`config.mk`:
```
export PLATFORM = sky130hd
export DESIGN_NAME = calendar_clock_with_alarm_top
export DESIGN_NICKNAME = d
export VERILOG_FILES = /design/src/hw/rtl/rtc_pkg.sv /design/src/hw/rtl/rtc_time.sv /design/src/hw/rtl/rtc_date.sv /design/src/hw/rtl/calendar_clock_with_alarm_top.sv
export SDC_FILE = /design/constraint.sdc
export NUM_CORES = 1
export LEC_CHECK = 0
export BUFFER_PORTS_ARGS = -buffer_cell sky130_fd_sc_hd__buf_2
export CORE_MARGIN = 2
export CORE_UTILIZATION = 50
export DETAILED_ROUTE_END_ITERATION = 8
export GPL_TIMING_DRIVEN = 0
export HOLD_SLACK_MARGIN = 0.1
export PLACE_DENSITY_LB_ADDON = 0.12
export SLEW_MARGIN = 10
export SYNTH_ARGS = -nofsm -noshare
export SYNTH_HDL_FRONTEND = slang
export SYNTH_HIERARCHICAL = 1
export SYNTH_SLANG_ARGS = --single-unit
```
`constraint.sdc`:
```
create_clock -name aclk -period 12.4 [get_ports aclk]
set_clock_uncertainty 0.2 [all_clocks]
set_input_delay 3.72 -clock aclk [delete_from_list [all_inputs] [get_ports aclk]]
set_output_delay 3.72 -clock aclk [all_outputs]
set_load 0.01 [all_outputs]
```
`src/hw/rtl/rtc_pkg.sv`:
```
// Package for the clock/calendar with alarm.
// Holds command codes, the item struct, field limits, month lengths and the leap test.
// No dependencies.
`default_nettype none

package rtc_pkg;

    localparam int unsigned YEAR_W       = 14;
    localparam logic [YEAR_W-1:0] YEAR_LIMIT = YEAR_W'(9999);

    localparam logic [3:0] TENTH_MAX = 4'd9;
    localparam logic [5:0] SEC_MAX   = 6'd59;
    localparam logic [5:0] MIN_MAX   = 6'd59;
    localparam logic [4:0] HOUR_MAX  = 5'd23;
    localparam logic [3:0] MONTH_MAX = 4'd11;
    localparam logic [4:0] DAY_FIRST = 5'd1;

    // Divisibility by 25 via the modular inverse of 25 mod 2**YEAR_W.
    localparam logic [YEAR_W-1:0] INV25     = YEAR_W'(7209);
    localparam logic [YEAR_W-1:0] DIV25_MAX = YEAR_W'(((1 << YEAR_W) - 1) / 25);

    typedef enum logic [2:0] {
        CMD_TICK        = 3'd0,
        CMD_SET_TIME    = 3'd1,
        CMD_SET_DATE    = 3'd2,
        CMD_SET_ALARM   = 3'd3,
        CMD_CLEAR_ALARM = 3'd4
    } cmd_t;

    typedef struct packed {
        logic              go;
        cmd_t              cmd;
        logic [5:0]        sec;
        logic [5:0]        min;
        logic [4:0]        hour;
        logic [4:0]        day;
        logic [3:0]        month;
        logic [YEAR_W-1:0] year;
        logic              year_leap;
    } item_t;

    typedef struct packed {
        logic time_ok;
        logic fired;
    } time_stat_t;

    function automatic logic is_leap(input logic [YEAR_W-1:0] y);
        logic [2*YEAR_W-1:0] prod;
        logic                div25;
        prod  = (2*YEAR_W)'(y) * (2*YEAR_W)'(INV25);
        div25 = prod[YEAR_W-1:0] <= DIV25_MAX;
        return (y[1:0] == 2'b00) && (!div25 || (y[3:0] == 4'b0000));
    endfunction

    function automatic logic [4:0] month_days(input logic [3:0] m, input logic leap);
        logic [4:0] d;
        case (m)
            4'd1:    d = leap ? 5'd29 : 5'd28;
            4'd3:    d = 5'd30;
            4'd5:    d = 5'd30;
            4'd8:    d = 5'd30;
            4'd10:   d = 5'd30;
            default: d = 5'd31;
        endcase
        return d;
    endfunction

endpackage

`default_nettype wire

```
`src/hw/rtl/rtc_time.sv`:
```
// Time-of-day counters (tenths to hours) and the one-shot alarm.
// Depends on rtc_pkg; feeds the day carry to rtc_date.
`default_nettype none

module rtc_time (
    input  logic               aclk,
    input  logic               aresetn,
    input  rtc_pkg::item_t     item,
    output logic               day_carry,
    output rtc_pkg::time_stat_t stat,
    output logic [3:0]         tenth,
    output logic [5:0]         sec,
    output logic [5:0]         min,
    output logic [4:0]         hour,
    output logic               alarm_armed
);
    import rtc_pkg::*;

    logic [3:0] tenth_reg, tenth_next;
    logic [5:0] sec_reg, sec_next;
    logic [5:0] min_reg, min_next;
    logic [4:0] hour_reg, hour_next;
    logic       alarm_reg, alarm_next;
    logic [5:0] a_sec_reg, a_sec_next;
    logic [5:0] a_min_reg, a_min_next;
    logic [4:0] a_hour_reg, a_hour_next;

    logic       t_wrap, s_wrap, m_wrap, h_wrap;
    logic [3:0] tick_tenth;
    logic [5:0] tick_sec, tick_min;
    logic [4:0] tick_hour;
    logic       time_ok, fired;
    logic [6:0] sum_sec, sum_min;
    logic [5:0] sum_hour;
    logic       c_sec, c_min;
    logic [5:0] off_sec, off_min;
    logic [4:0] off_hour;

    always_comb begin
        t_wrap     = tenth_reg == TENTH_MAX;
        s_wrap     = t_wrap && (sec_reg == SEC_MAX);
        m_wrap     = s_wrap && (min_reg == MIN_MAX);
        h_wrap     = m_wrap && (hour_reg == HOUR_MAX);
        tick_tenth = t_wrap ? 4'd0 : tenth_reg + 4'd1;
        tick_sec   = t_wrap ? (s_wrap ? 6'd0 : sec_reg + 6'd1) : sec_reg;
        tick_min   = s_wrap ? (m_wrap ? 6'd0 : min_reg + 6'd1) : min_reg;
        tick_hour  = m_wrap ? (h_wrap ? 5'd0 : hour_reg + 5'd1) : hour_reg;
        fired      = alarm_reg && (tick_sec == a_sec_reg) && (tick_min == a_min_reg)
                     && (tick_hour == a_hour_reg);

        time_ok = (item.sec <= SEC_MAX) && (item.min <= MIN_MAX) && (item.hour <= HOUR_MAX);

        sum_sec  = {1'b0, sec_reg} + {1'b0, item.sec};
        c_sec    = sum_sec > 7'd59;
        off_sec  = c_sec ? 6'(sum_sec - 7'd60) : sum_sec[5:0];
        sum_min  = {1'b0, min_reg} + {1'b0, item.min} + {6'd0, c_sec};
        c_min    = sum_min > 7'd59;
        off_min  = c_min ? 6'(sum_min - 7'd60) : sum_min[5:0];
        sum_hour = {1'b0, hour_reg} + {1'b0, item.hour} + {5'd0, c_min};
        off_hour = (sum_hour > 6'd23) ? 5'(sum_hour - 6'd24) : sum_hour[4:0];
    end

    always_comb begin
        tenth_next  = tenth_reg;
        sec_next    = sec_reg;
        min_next    = min_reg;
        hour_next   = hour_reg;
        alarm_next  = alarm_reg;
        a_sec_next  = a_sec_reg;
        a_min_next  = a_min_reg;
        a_hour_next = a_hour_reg;
        if (item.go) begin
            case (item.cmd)
                CMD_TICK: begin
                    tenth_next = tick_tenth;
                    sec_next   = tick_sec;
                    min_next   = tick_min;
                    hour_next  = tick_hour;
                    if (fired) begin
                        alarm_next = 1'b0;
                    end
                end
                CMD_SET_TIME: begin
                    if (time_ok) begin
                        tenth_next = 4'd0;
                        sec_next   = item.sec;
                        min_next   = item.min;
                        hour_next  = item.hour;
                    end
                end
                CMD_SET_ALARM: begin
                    if (time_ok) begin
                        a_sec_next  = off_sec;
                        a_min_next  = off_min;
                        a_hour_next = off_hour;
                        alarm_next  = 1'b1;
                    end
                end
                CMD_CLEAR_ALARM: begin
                    alarm_next = 1'b0;
                end
                default: begin
                end
            endcase
        end
    end

    always_ff @(posedge aclk) begin
        if (!aresetn) begin
            tenth_reg  <= '0;
            sec_reg    <= '0;
            min_reg    <= '0;
            hour_reg   <= '0;
            alarm_reg  <= 1'b0;
            a_sec_reg  <= '0;
            a_min_reg  <= '0;
            a_hour_reg <= '0;
        end else begin
            tenth_reg  <= tenth_next;
            sec_reg    <= sec_next;
            min_reg    <= min_next;
            hour_reg   <= hour_next;
            alarm_reg  <= alarm_next;
            a_sec_reg  <= a_sec_next;
            a_min_reg  <= a_min_next;
            a_hour_reg <= a_hour_next;
        end
    end

    assign day_carry     = item.go && (item.cmd == CMD_TICK) && h_wrap;
    assign stat.time_ok  = time_ok;
    assign stat.fired    = fired;
    assign tenth         = tenth_reg;
    assign sec           = sec_reg;
    assign min           = min_reg;
    assign hour          = hour_reg;
    assign alarm_armed   = alarm_reg;

endmodule

`default_nettype wire

```
`src/hw/rtl/rtc_date.sv`:
```
// Calendar counters (day, month, year) and the leap flag.
// Depends on rtc_pkg; advanced by the day carry from rtc_time.
`default_nettype none

module rtc_date (
    input  logic                      aclk,
    input  logic                      aresetn,
    input  rtc_pkg::item_t            item,
    input  logic                      day_carry,
    output logic                      date_ok,
    output logic [4:0]                day,
    output logic [3:0]                month,
    output logic [rtc_pkg::YEAR_W-1:0] year
);
    import rtc_pkg::*;

    logic [4:0]        day_reg, day_next;
    logic [3:0]        month_reg, month_next;
    logic [YEAR_W-1:0] year_reg, year_next;
    logic              leap_reg, leap_next;

    logic              d_wrap, mo_wrap;
    logic [YEAR_W-1:0] year_inc;

    always_comb begin
        d_wrap   = day_reg >= month_days(month_reg, leap_reg);
        mo_wrap  = month_reg >= MONTH_MAX;
        year_inc = (year_reg >= YEAR_LIMIT) ? '0 : year_reg + YEAR_W'(1);
        date_ok  = (item.year <= YEAR_LIMIT) && (item.month <= MONTH_MAX)
                   && (item.day != 5'd0)
                   && (item.day <= month_days(item.month, item.year_leap));
    end

    always_comb begin
        day_next   = day_reg;
        month_next = month_reg;
        year_next  = year_reg;
        leap_next  = leap_reg;
        if (day_carry) begin
            day_next = d_wrap ? DAY_FIRST : day_reg + 5'd1;
            if (d_wrap) begin
                month_next = mo_wrap ? 4'd0 : month_reg + 4'd1;
                if (mo_wrap) begin
                    year_next = year_inc;
                    leap_next = is_leap(year_inc);
                end
            end
        end else if (item.go && (item.cmd == CMD_SET_DATE) && date_ok) begin
            day_next   = item.day;
            month_next = item.month;
            year_next  = item.year;
            leap_next  = item.year_leap;
        end
    end

    always_ff @(posedge aclk) begin
        if (!aresetn) begin
            day_reg   <= DAY_FIRST;
            month_reg <= '0;
            year_reg  <= '0;
            leap_reg  <= 1'b0;
        end else begin
            day_reg   <= day_next;
            month_reg <= month_next;
            year_reg  <= year_next;
            leap_reg  <= leap_next;
        end
    end

    assign day   = day_reg;
    assign month = month_reg;
    assign year  = year_reg;

endmodule

`default_nettype wire

```
`src/hw/rtl/calendar_clock_with_alarm_top.sv`:
```
// Throughput 1 item per cycle while m_ready does not hold the result back.
// An input register feeds the update; the clock/calendar state registers
// are the result register, with accepted and alarm-fired flags beside them.
// Synchronous active-low reset: time 00:00:00.0, day 1, month 0, year 0,
// leap flag clear, alarm disarmed, both channels empty.
`default_nettype none

module calendar_clock_with_alarm_top (
    input  logic                      aclk,
    input  logic                      aresetn,
    input  logic                      s_valid,
    output logic                      s_ready,
    input  logic [2:0]                s_command,
    input  logic [5:0]                s_in_sec,
    input  logic [5:0]                s_in_min,
    input  logic [4:0]                s_in_hour,
    input  logic [4:0]                s_in_day,
    input  logic [3:0]                s_in_month,
    input  logic [rtc_pkg::YEAR_W-1:0] s_in_year,
    output logic                      m_valid,
    input  logic                      m_ready,
    output logic                      m_accepted,
    output logic                      m_alarm_fired,
    output logic [3:0]                m_tenth_out,
    output logic [5:0]                m_sec_out,
    output logic [5:0]                m_min_out,
    output logic [4:0]                m_hour_out,
    output logic [4:0]                m_day_out,
    output logic [3:0]                m_month_out,
    output logic [rtc_pkg::YEAR_W-1:0] m_year_out,
    output logic                      m_alarm_armed
);
    import rtc_pkg::*;

    item_t      item_reg, item_next;
    logic       in_valid_reg, in_valid_next;
    logic       m_valid_reg, m_valid_next;
    logic       accepted_reg, accepted_next;
    logic       fired_reg, fired_next;
    logic       out_free, go, take;
    item_t      work;
    time_stat_t t_stat;
    logic       day_carry, date_ok;

    always_comb begin
        out_free = !m_valid_reg || m_ready;
        go       = in_valid_reg && out_free;
        s_ready  = !in_valid_reg || out_free;
        take     = s_valid && s_ready;

        item_next           = item_reg;
        item_next.go        = 1'b0;
        if (take) begin
            item_next.cmd       = cmd_t'(s_command);
            item_next.sec       = s_in_sec;
            item_next.min       = s_in_min;
            item_next.hour      = s_in_hour;
            item_next.day       = s_in_day;
            item_next.month     = s_in_month;
            item_next.year      = s_in_year;
            item_next.year_leap = is_leap(s_in_year);
        end
        in_valid_next = take ? 1'b1 : (go ? 1'b0 : in_valid_reg);

        work    = item_reg;
        work.go = go;
    end

    rtc_time u_time (
        .aclk        (aclk),
        .aresetn     (aresetn),
        .item        (work),
        .day_carry   (day_carry),
        .stat        (t_stat),
        .tenth       (m_tenth_out),
        .sec         (m_sec_out),
        .min         (m_min_out),
        .hour        (m_hour_out),
        .alarm_armed (m_alarm_armed)
    );

    rtc_date u_date (
        .aclk      (aclk),
        .aresetn   (aresetn),
        .item      (work),
        .day_carry (day_carry),
        .date_ok   (date_ok),
        .day       (m_day_out),
        .month     (m_month_out),
        .year      (m_year_out)
    );

    always_comb begin
        accepted_next = accepted_reg;
        fired_next    = fired_reg;
        m_valid_next  = go ? 1'b1 : (m_ready ? 1'b0 : m_valid_reg);
        if (go) begin
            fired_next = 1'b0;
            case (item_reg.cmd)
                CMD_TICK: begin
                    accepted_next = 1'b1;
                    fired_next    = t_stat.fired;
                end
                CMD_SET_TIME:    accepted_next = t_stat.time_ok;
                CMD_SET_DATE:    accepted_next = date_ok;
                CMD_SET_ALARM:   accepted_next = t_stat.time_ok;
                CMD_CLEAR_ALARM: accepted_next = 1'b1;
                default:         accepted_next = 1'b0;
            endcase
        end
    end

    always_ff @(posedge aclk) begin
        item_reg     <= item_next;
        accepted_reg <= accepted_next;
        fired_reg    <= fired_next;
        if (!aresetn) begin
            in_valid_reg <= 1'b0;
            m_valid_reg  <= 1'b0;
        end else begin
            in_valid_reg <= in_valid_next;
            m_valid_reg  <= m_valid_next;
        end
    end

    assign m_valid       = m_valid_reg;
    assign m_accepted    = accepted_reg;
    assign m_alarm_fired = fired_reg;

    a_update_gives_result: assert property (@(posedge aclk) disable iff (!aresetn)
        go |=> m_valid)
        else $error("update cycle did not produce a result");

    a_fired_disarms: assert property (@(posedge aclk) disable iff (!aresetn)
        (m_valid && m_alarm_fired) |-> (!m_alarm_armed && m_accepted))
        else $error("alarm fired but stayed armed");

    a_fields_in_range: assert property (@(posedge aclk) disable iff (!aresetn)
        m_valid |-> ((m_tenth_out <= TENTH_MAX) && (m_sec_out <= SEC_MAX)
                     && (m_min_out <= MIN_MAX) && (m_hour_out <= HOUR_MAX)
                     && (m_day_out != 5'd0) && (m_month_out <= MONTH_MAX)
                     && (m_year_out <= YEAR_LIMIT)))
        else $error("clock or calendar field out of range");

endmodule

`default_nettype wire
```
Word level (Yosys, flattened, before mapping) --
Index checks and enable logic that the tools add are counted.
Storage, ports and cells: output and inout port bits 49, word-level logic and storage cells 174, input port bits 47, flip-flop bits (word level) 111
Operators by class: $mul 2, $lt $le $gt $ge 14, reductions and logical operators 47, equality and inequality tests 26, $add $sub $neg 15, muxes and demuxes 46
Operator list (number):
- two-way mux 14 bit | 5
- two-way mux 6 bit | 8
- two-way mux 5 bit | 7
- one-hot mux 5 bit (2 select lines) | 3
- <= comparator 14 x 10 -> 1 bit (second input constant) | 2
- multiplier 14 x 13 -> 14 bit (second input constant) | 2
- two-way mux 4 bit | 6
- one-hot mux 6 bit (2 select lines) | 2
- == test 4 bit (second input constant) | 5
- logical AND 1 bit | 19
- adder 14 x 1 -> 14 bit (second input constant) | 1
- adder 6 x 6 -> 7 bit | 2
- greater-or-equal comparator 14 bit (second input constant) | 1
- greater-than comparator 7 x 6 -> 1 bit (second input constant) | 2
- <= comparator 14 bit (second input constant) | 1
- adder 6 x 1 -> 6 bit (second input constant) | 2
- == test 6 bit | 2
- == test 6 bit (second input constant) | 2
- <= comparator 6 bit (second input constant) | 2
- two-way mux 1 bit | 12
- subtractor 6 bit (second input constant) | 2
- adder 5 x 1 -> 5 bit (second input constant) | 2
- != test 2 x 1 -> 1 bit (second input constant) | 5
- AND reduction 3 bit | 3
- 33 further kinds | 52

Longest topological paths before layout --
depth after elaboration 10, gate-level depth with buffers 26, gate-level depth less buffers 25

Modules after synthesis --
Netlist, hierarchy kept.
By module, submodules not included:
- rtc_time | cells an instance 515, times used 1, area each 3822.4 µm², sequential area each 780.7 µm²
- rtc_date | cells an instance 377, times used 1, area each 2982.9 µm², sequential area each 480.5 µm²
- calendar_clock_with_alarm_top | cells an instance 188, times used 1, area each 2633.8 µm², sequential area each 1421.4 µm²

Worst setup path after synthesis --
OpenSTA, ideal clock, no wires.
path kind input -> output, from input m_ready, to output s_ready, path buffers 0, data required time 8.480 ns, stages on the path 2, setup slack 4.444 ns, arrival time 4.036 ns, cell sequence nor2b_1 > nand2_1
On the way: longest elaborated chain between the ends 2
RTL lines:
- start: declaration | line calendar_clock_with_alarm_top.sv:21 | input logic m_ready,
- logical OR 1 bit | line calendar_clock_with_alarm_top.sv:46 | out_free = !m_valid_reg || m_ready;
- logical OR 1 bit | line calendar_clock_with_alarm_top.sv:48 | s_ready = !in_valid_reg || out_free;
- end: declaration | line calendar_clock_with_alarm_top.sv:12 | output logic s_ready,
No other way between the ends.

Worst setup path after layout --
Same ends and word-level chain as after synthesis.

==> flow_summary.yaml <==
clocking:
  cts_tree: "built"
  clk_latency_ps: 360
  clock-root-buffer: "clkbuf_16"
  post-cts-setup-buffer-count: 0
  ctsLongestPathBuffers: 2
  postCtsHoldBufs: 0
  cts.repair.resized: 0
  cts.sinks: 111
  clk_pin_slew_worst_paths_ps: 80
  numCtsBuffers: 9
  htreeDepth: 3
synth:
  seq_area_frac_synth: 0.284
  ys_ff_latch: 111
  synth_edf_count: 46
  synthArstFlopShare: 0
  ys.flop_type: "dfxtp_1"
  yosys_warnings: 6
  synthCells: 1080
  synth.avg_cell_area_sq_um: 8.74
  netlist_area_sq_mm: 0.00944
  synth.net_count: 1262
  synth_cell_types: 88
routing:
  dr.pass1.iters: 5
  avgRoutedWirePerCell_microns: 17.5
  totalWireLength_mm: 25.0
  routed_via_density: 5.81
  drc_errors: 0
  drt_iter0_markers: 515
  antenna_left: 0
  vias: 8285
sta:
  period_needed_ps: 8200
  slew_violations: 0
  setup_viol: 0
  fin_tns_setup_ps: 0
  worstMarginPinSlew_ps: 873
  max_slew_margin: 0.418
  final.setup.worst_slack_ps: 4200
  holdWs_ps: 301
  rsz0062_at_grt: "false"
  period_share: 0.661
  fmax_mhz: 122
  finalHoldViolCount: 0
finish:
  final_nets: 1369
  largest_reg_flops: 44
  areaGrowthSynthToFinish_pct: 11.7
  num_antenna_cells: 0
  drive_above_1_share: 0.132
  stdcell_area_sq_mm: 0.0105
  n_fill_cell: 1761
worst_setup_path:
  crit_path_frequent_cell: "buf_2"
  setup.worst_path.class: "primary input to output port"
  path_max_fanout: 4
  crit_chain: "buf_2, nor2b_1, nand2_1, buf_2"
  arrival_ps: 4280
  critPathRequiredTime_ps: 8480
  slowest_stage: "nor2b_1"
  end_kind: "output port"
  cpPeakStageDelay_ps: 220
  start_kind: "primary input"
floorplanning:
  core_sq_mm: 0.0186
  die_w_microns: 141
  die_h_microns: 141
  fp.dieArea_sq_mm: 0.0200
  ios: 96
  num_rows: 50
  initial_utilization: 0.506
global_routing:
  gr-total-overflow: 0
  antenna_found_initial: 0
  grt_pass1_wl_mm: 39.7
  grt_max_degree: 27
  grt_pass1_vias: 7623
  grtUsageTotal: 0.249
flow_run:
  cap_violations: 0
place:
  io_buffers: 95
  dp_slack_ps: 4190
  gp_congestion: 0.935
  dpl.hpwl_mm: 19.4
  post_dp_cell_area_sq_mm: 0.0102
pwr:
  peakVddDrop_mv: 0.0848
  leakagePower_uw: 0.00465
  p_total_uw: 926
  p_per_area_mw_per_mm2: 87.8
min_path:
  hold_class: "flop to flop"
status:
  outcome: "completed"
==> routing by layer <==
layer,vias up,global-route usage,share of wire
met3,29,0.0472,0.081
met4,0,0.0505,0.015
met1,3892,0.375,0.48
met2,300,0.374,0.42
li1,4064,-,-
met5,-,0,0
==> logic make-up (layout without fill, tap and decap cells) <==
group                    count (synthesis)  count (layout)  synth area share
AND/OR/NAND/NOR                        348             348             0.194
AO/OA/AOI/OAI                          246             246             0.170
buffers and inverters                  155             267            0.0676
adder cells (fa/ha/maj)                135             135             0.200
flip-flops                             111             111             0.284
XOR/XNOR                                59              59            0.0570
multiplexers                            26              26            0.0284
==> report_power, final <==
| group | switching [uW] | total [uW] | internal (uW) |
|---|---|---|---|
| Combinational | 120 | 213 | 93.0 |
| Sequential | 12.3 | 406 | 393 |
| Clock | 146 | 307 | 161 |
| Total | 278 | 926 | 648 |
==> cell type report <==
class | count | area (sq um) | share of cell area
clock buffer | 9 | 225 | 0.0214
clock inverter | 7 | 86.3 | 0.00819
buffer | 45 | 225 | 0.0214
multi-input combinational | 814 | 6120 | 0.581
tap | 234 | 293 | 0.0278
timing repair buffer | 96 | 495 | 0.0470
sequential | 111 | 2680 | 0.255
inverter | 110 | 413 | 0.0392
==> worst max-delay path: cells and delay by family <==
family                 cells  cell delay (ps)
buffers and inverters      2              240
and+or+nand+nor            2              320
==> final timing paths <==
check | start | endpoint | slack, ps | cells past startpoint
setup reg to reg | u_time/sec[0] | u_time/a_hour_reg[4] | 5610 | 26
hold reg to reg | u_time/a_hour_reg[2] | u_time/a_hour_reg[2] | 300 | 2
hold / removal | u_time/a_hour_reg[2] | u_time/a_hour_reg[2] | 300 | 2
setup / recovery | m_ready | s_ready | 4200 | 4
==> layout by cell type, fill, tap and decap left out, drive strengths merged, types with 12 or more instances in the layout <==
cell,synthesis,routed
nor2,108,108
clkbuf,20,29
inv,109,112
ha,109,109
nor4,18,18
nand2b,12,12
fa,26,26
buf,25,121
dfxtp,65,65
nand3,32,32
o21ai,54,54
edfxtp,46,46
xor2,20,20
a211oi,29,29
nor3,26,26
nand2,63,63
nor2b,17,17
a21oi,71,71
mux2i,23,23
xnor2,38,38
==> per-stage QoR <==
| stage | cells | util |
|---|---|---|
| final | 1426 | 0.565 |
| after global routing | 1426 | 0.565 |
| after CTS | 1426 | 0.565 |
| after detailed placement | 1410 | 0.549 |
| after global placement | 1409 | 0.548 |
| after floorplan | 1080 | - |
==> cells in the mapped netlist (all sizes together) (6+ instances only) <==
library cell,instances,area share
a211oi,29,0.024
a21o,9,0.0072
a21oi,71,0.038
a22oi,7,0.0056
a31oi,10,0.0066
and2,9,0.0060
buf,25,0.016
clkbuf,20,0.0081
dfxtp,65,0.14
edfxtp,46,0.15
fa,26,0.055
ha,109,0.14
inv,109,0.043
mux2i,23,0.024
nand2,63,0.026
nand2b,12,0.0080
nand3,32,0.017
nand3b,6,0.0048
nand4,10,0.0066
nor2,108,0.044
nor2b,17,0.011
nor3,26,0.014
nor3b,8,0.0064
nor4,18,0.015
o211ai,7,0.0056
o21a,7,0.0056
o21ai,54,0.029
o22ai,6,0.0040
o31ai,6,0.0053
or3,10,0.0073
or4,8,0.0064
xnor2,38,0.036
xor2,20,0.019
Note: power is estimated with default switching activity, not from simulation.
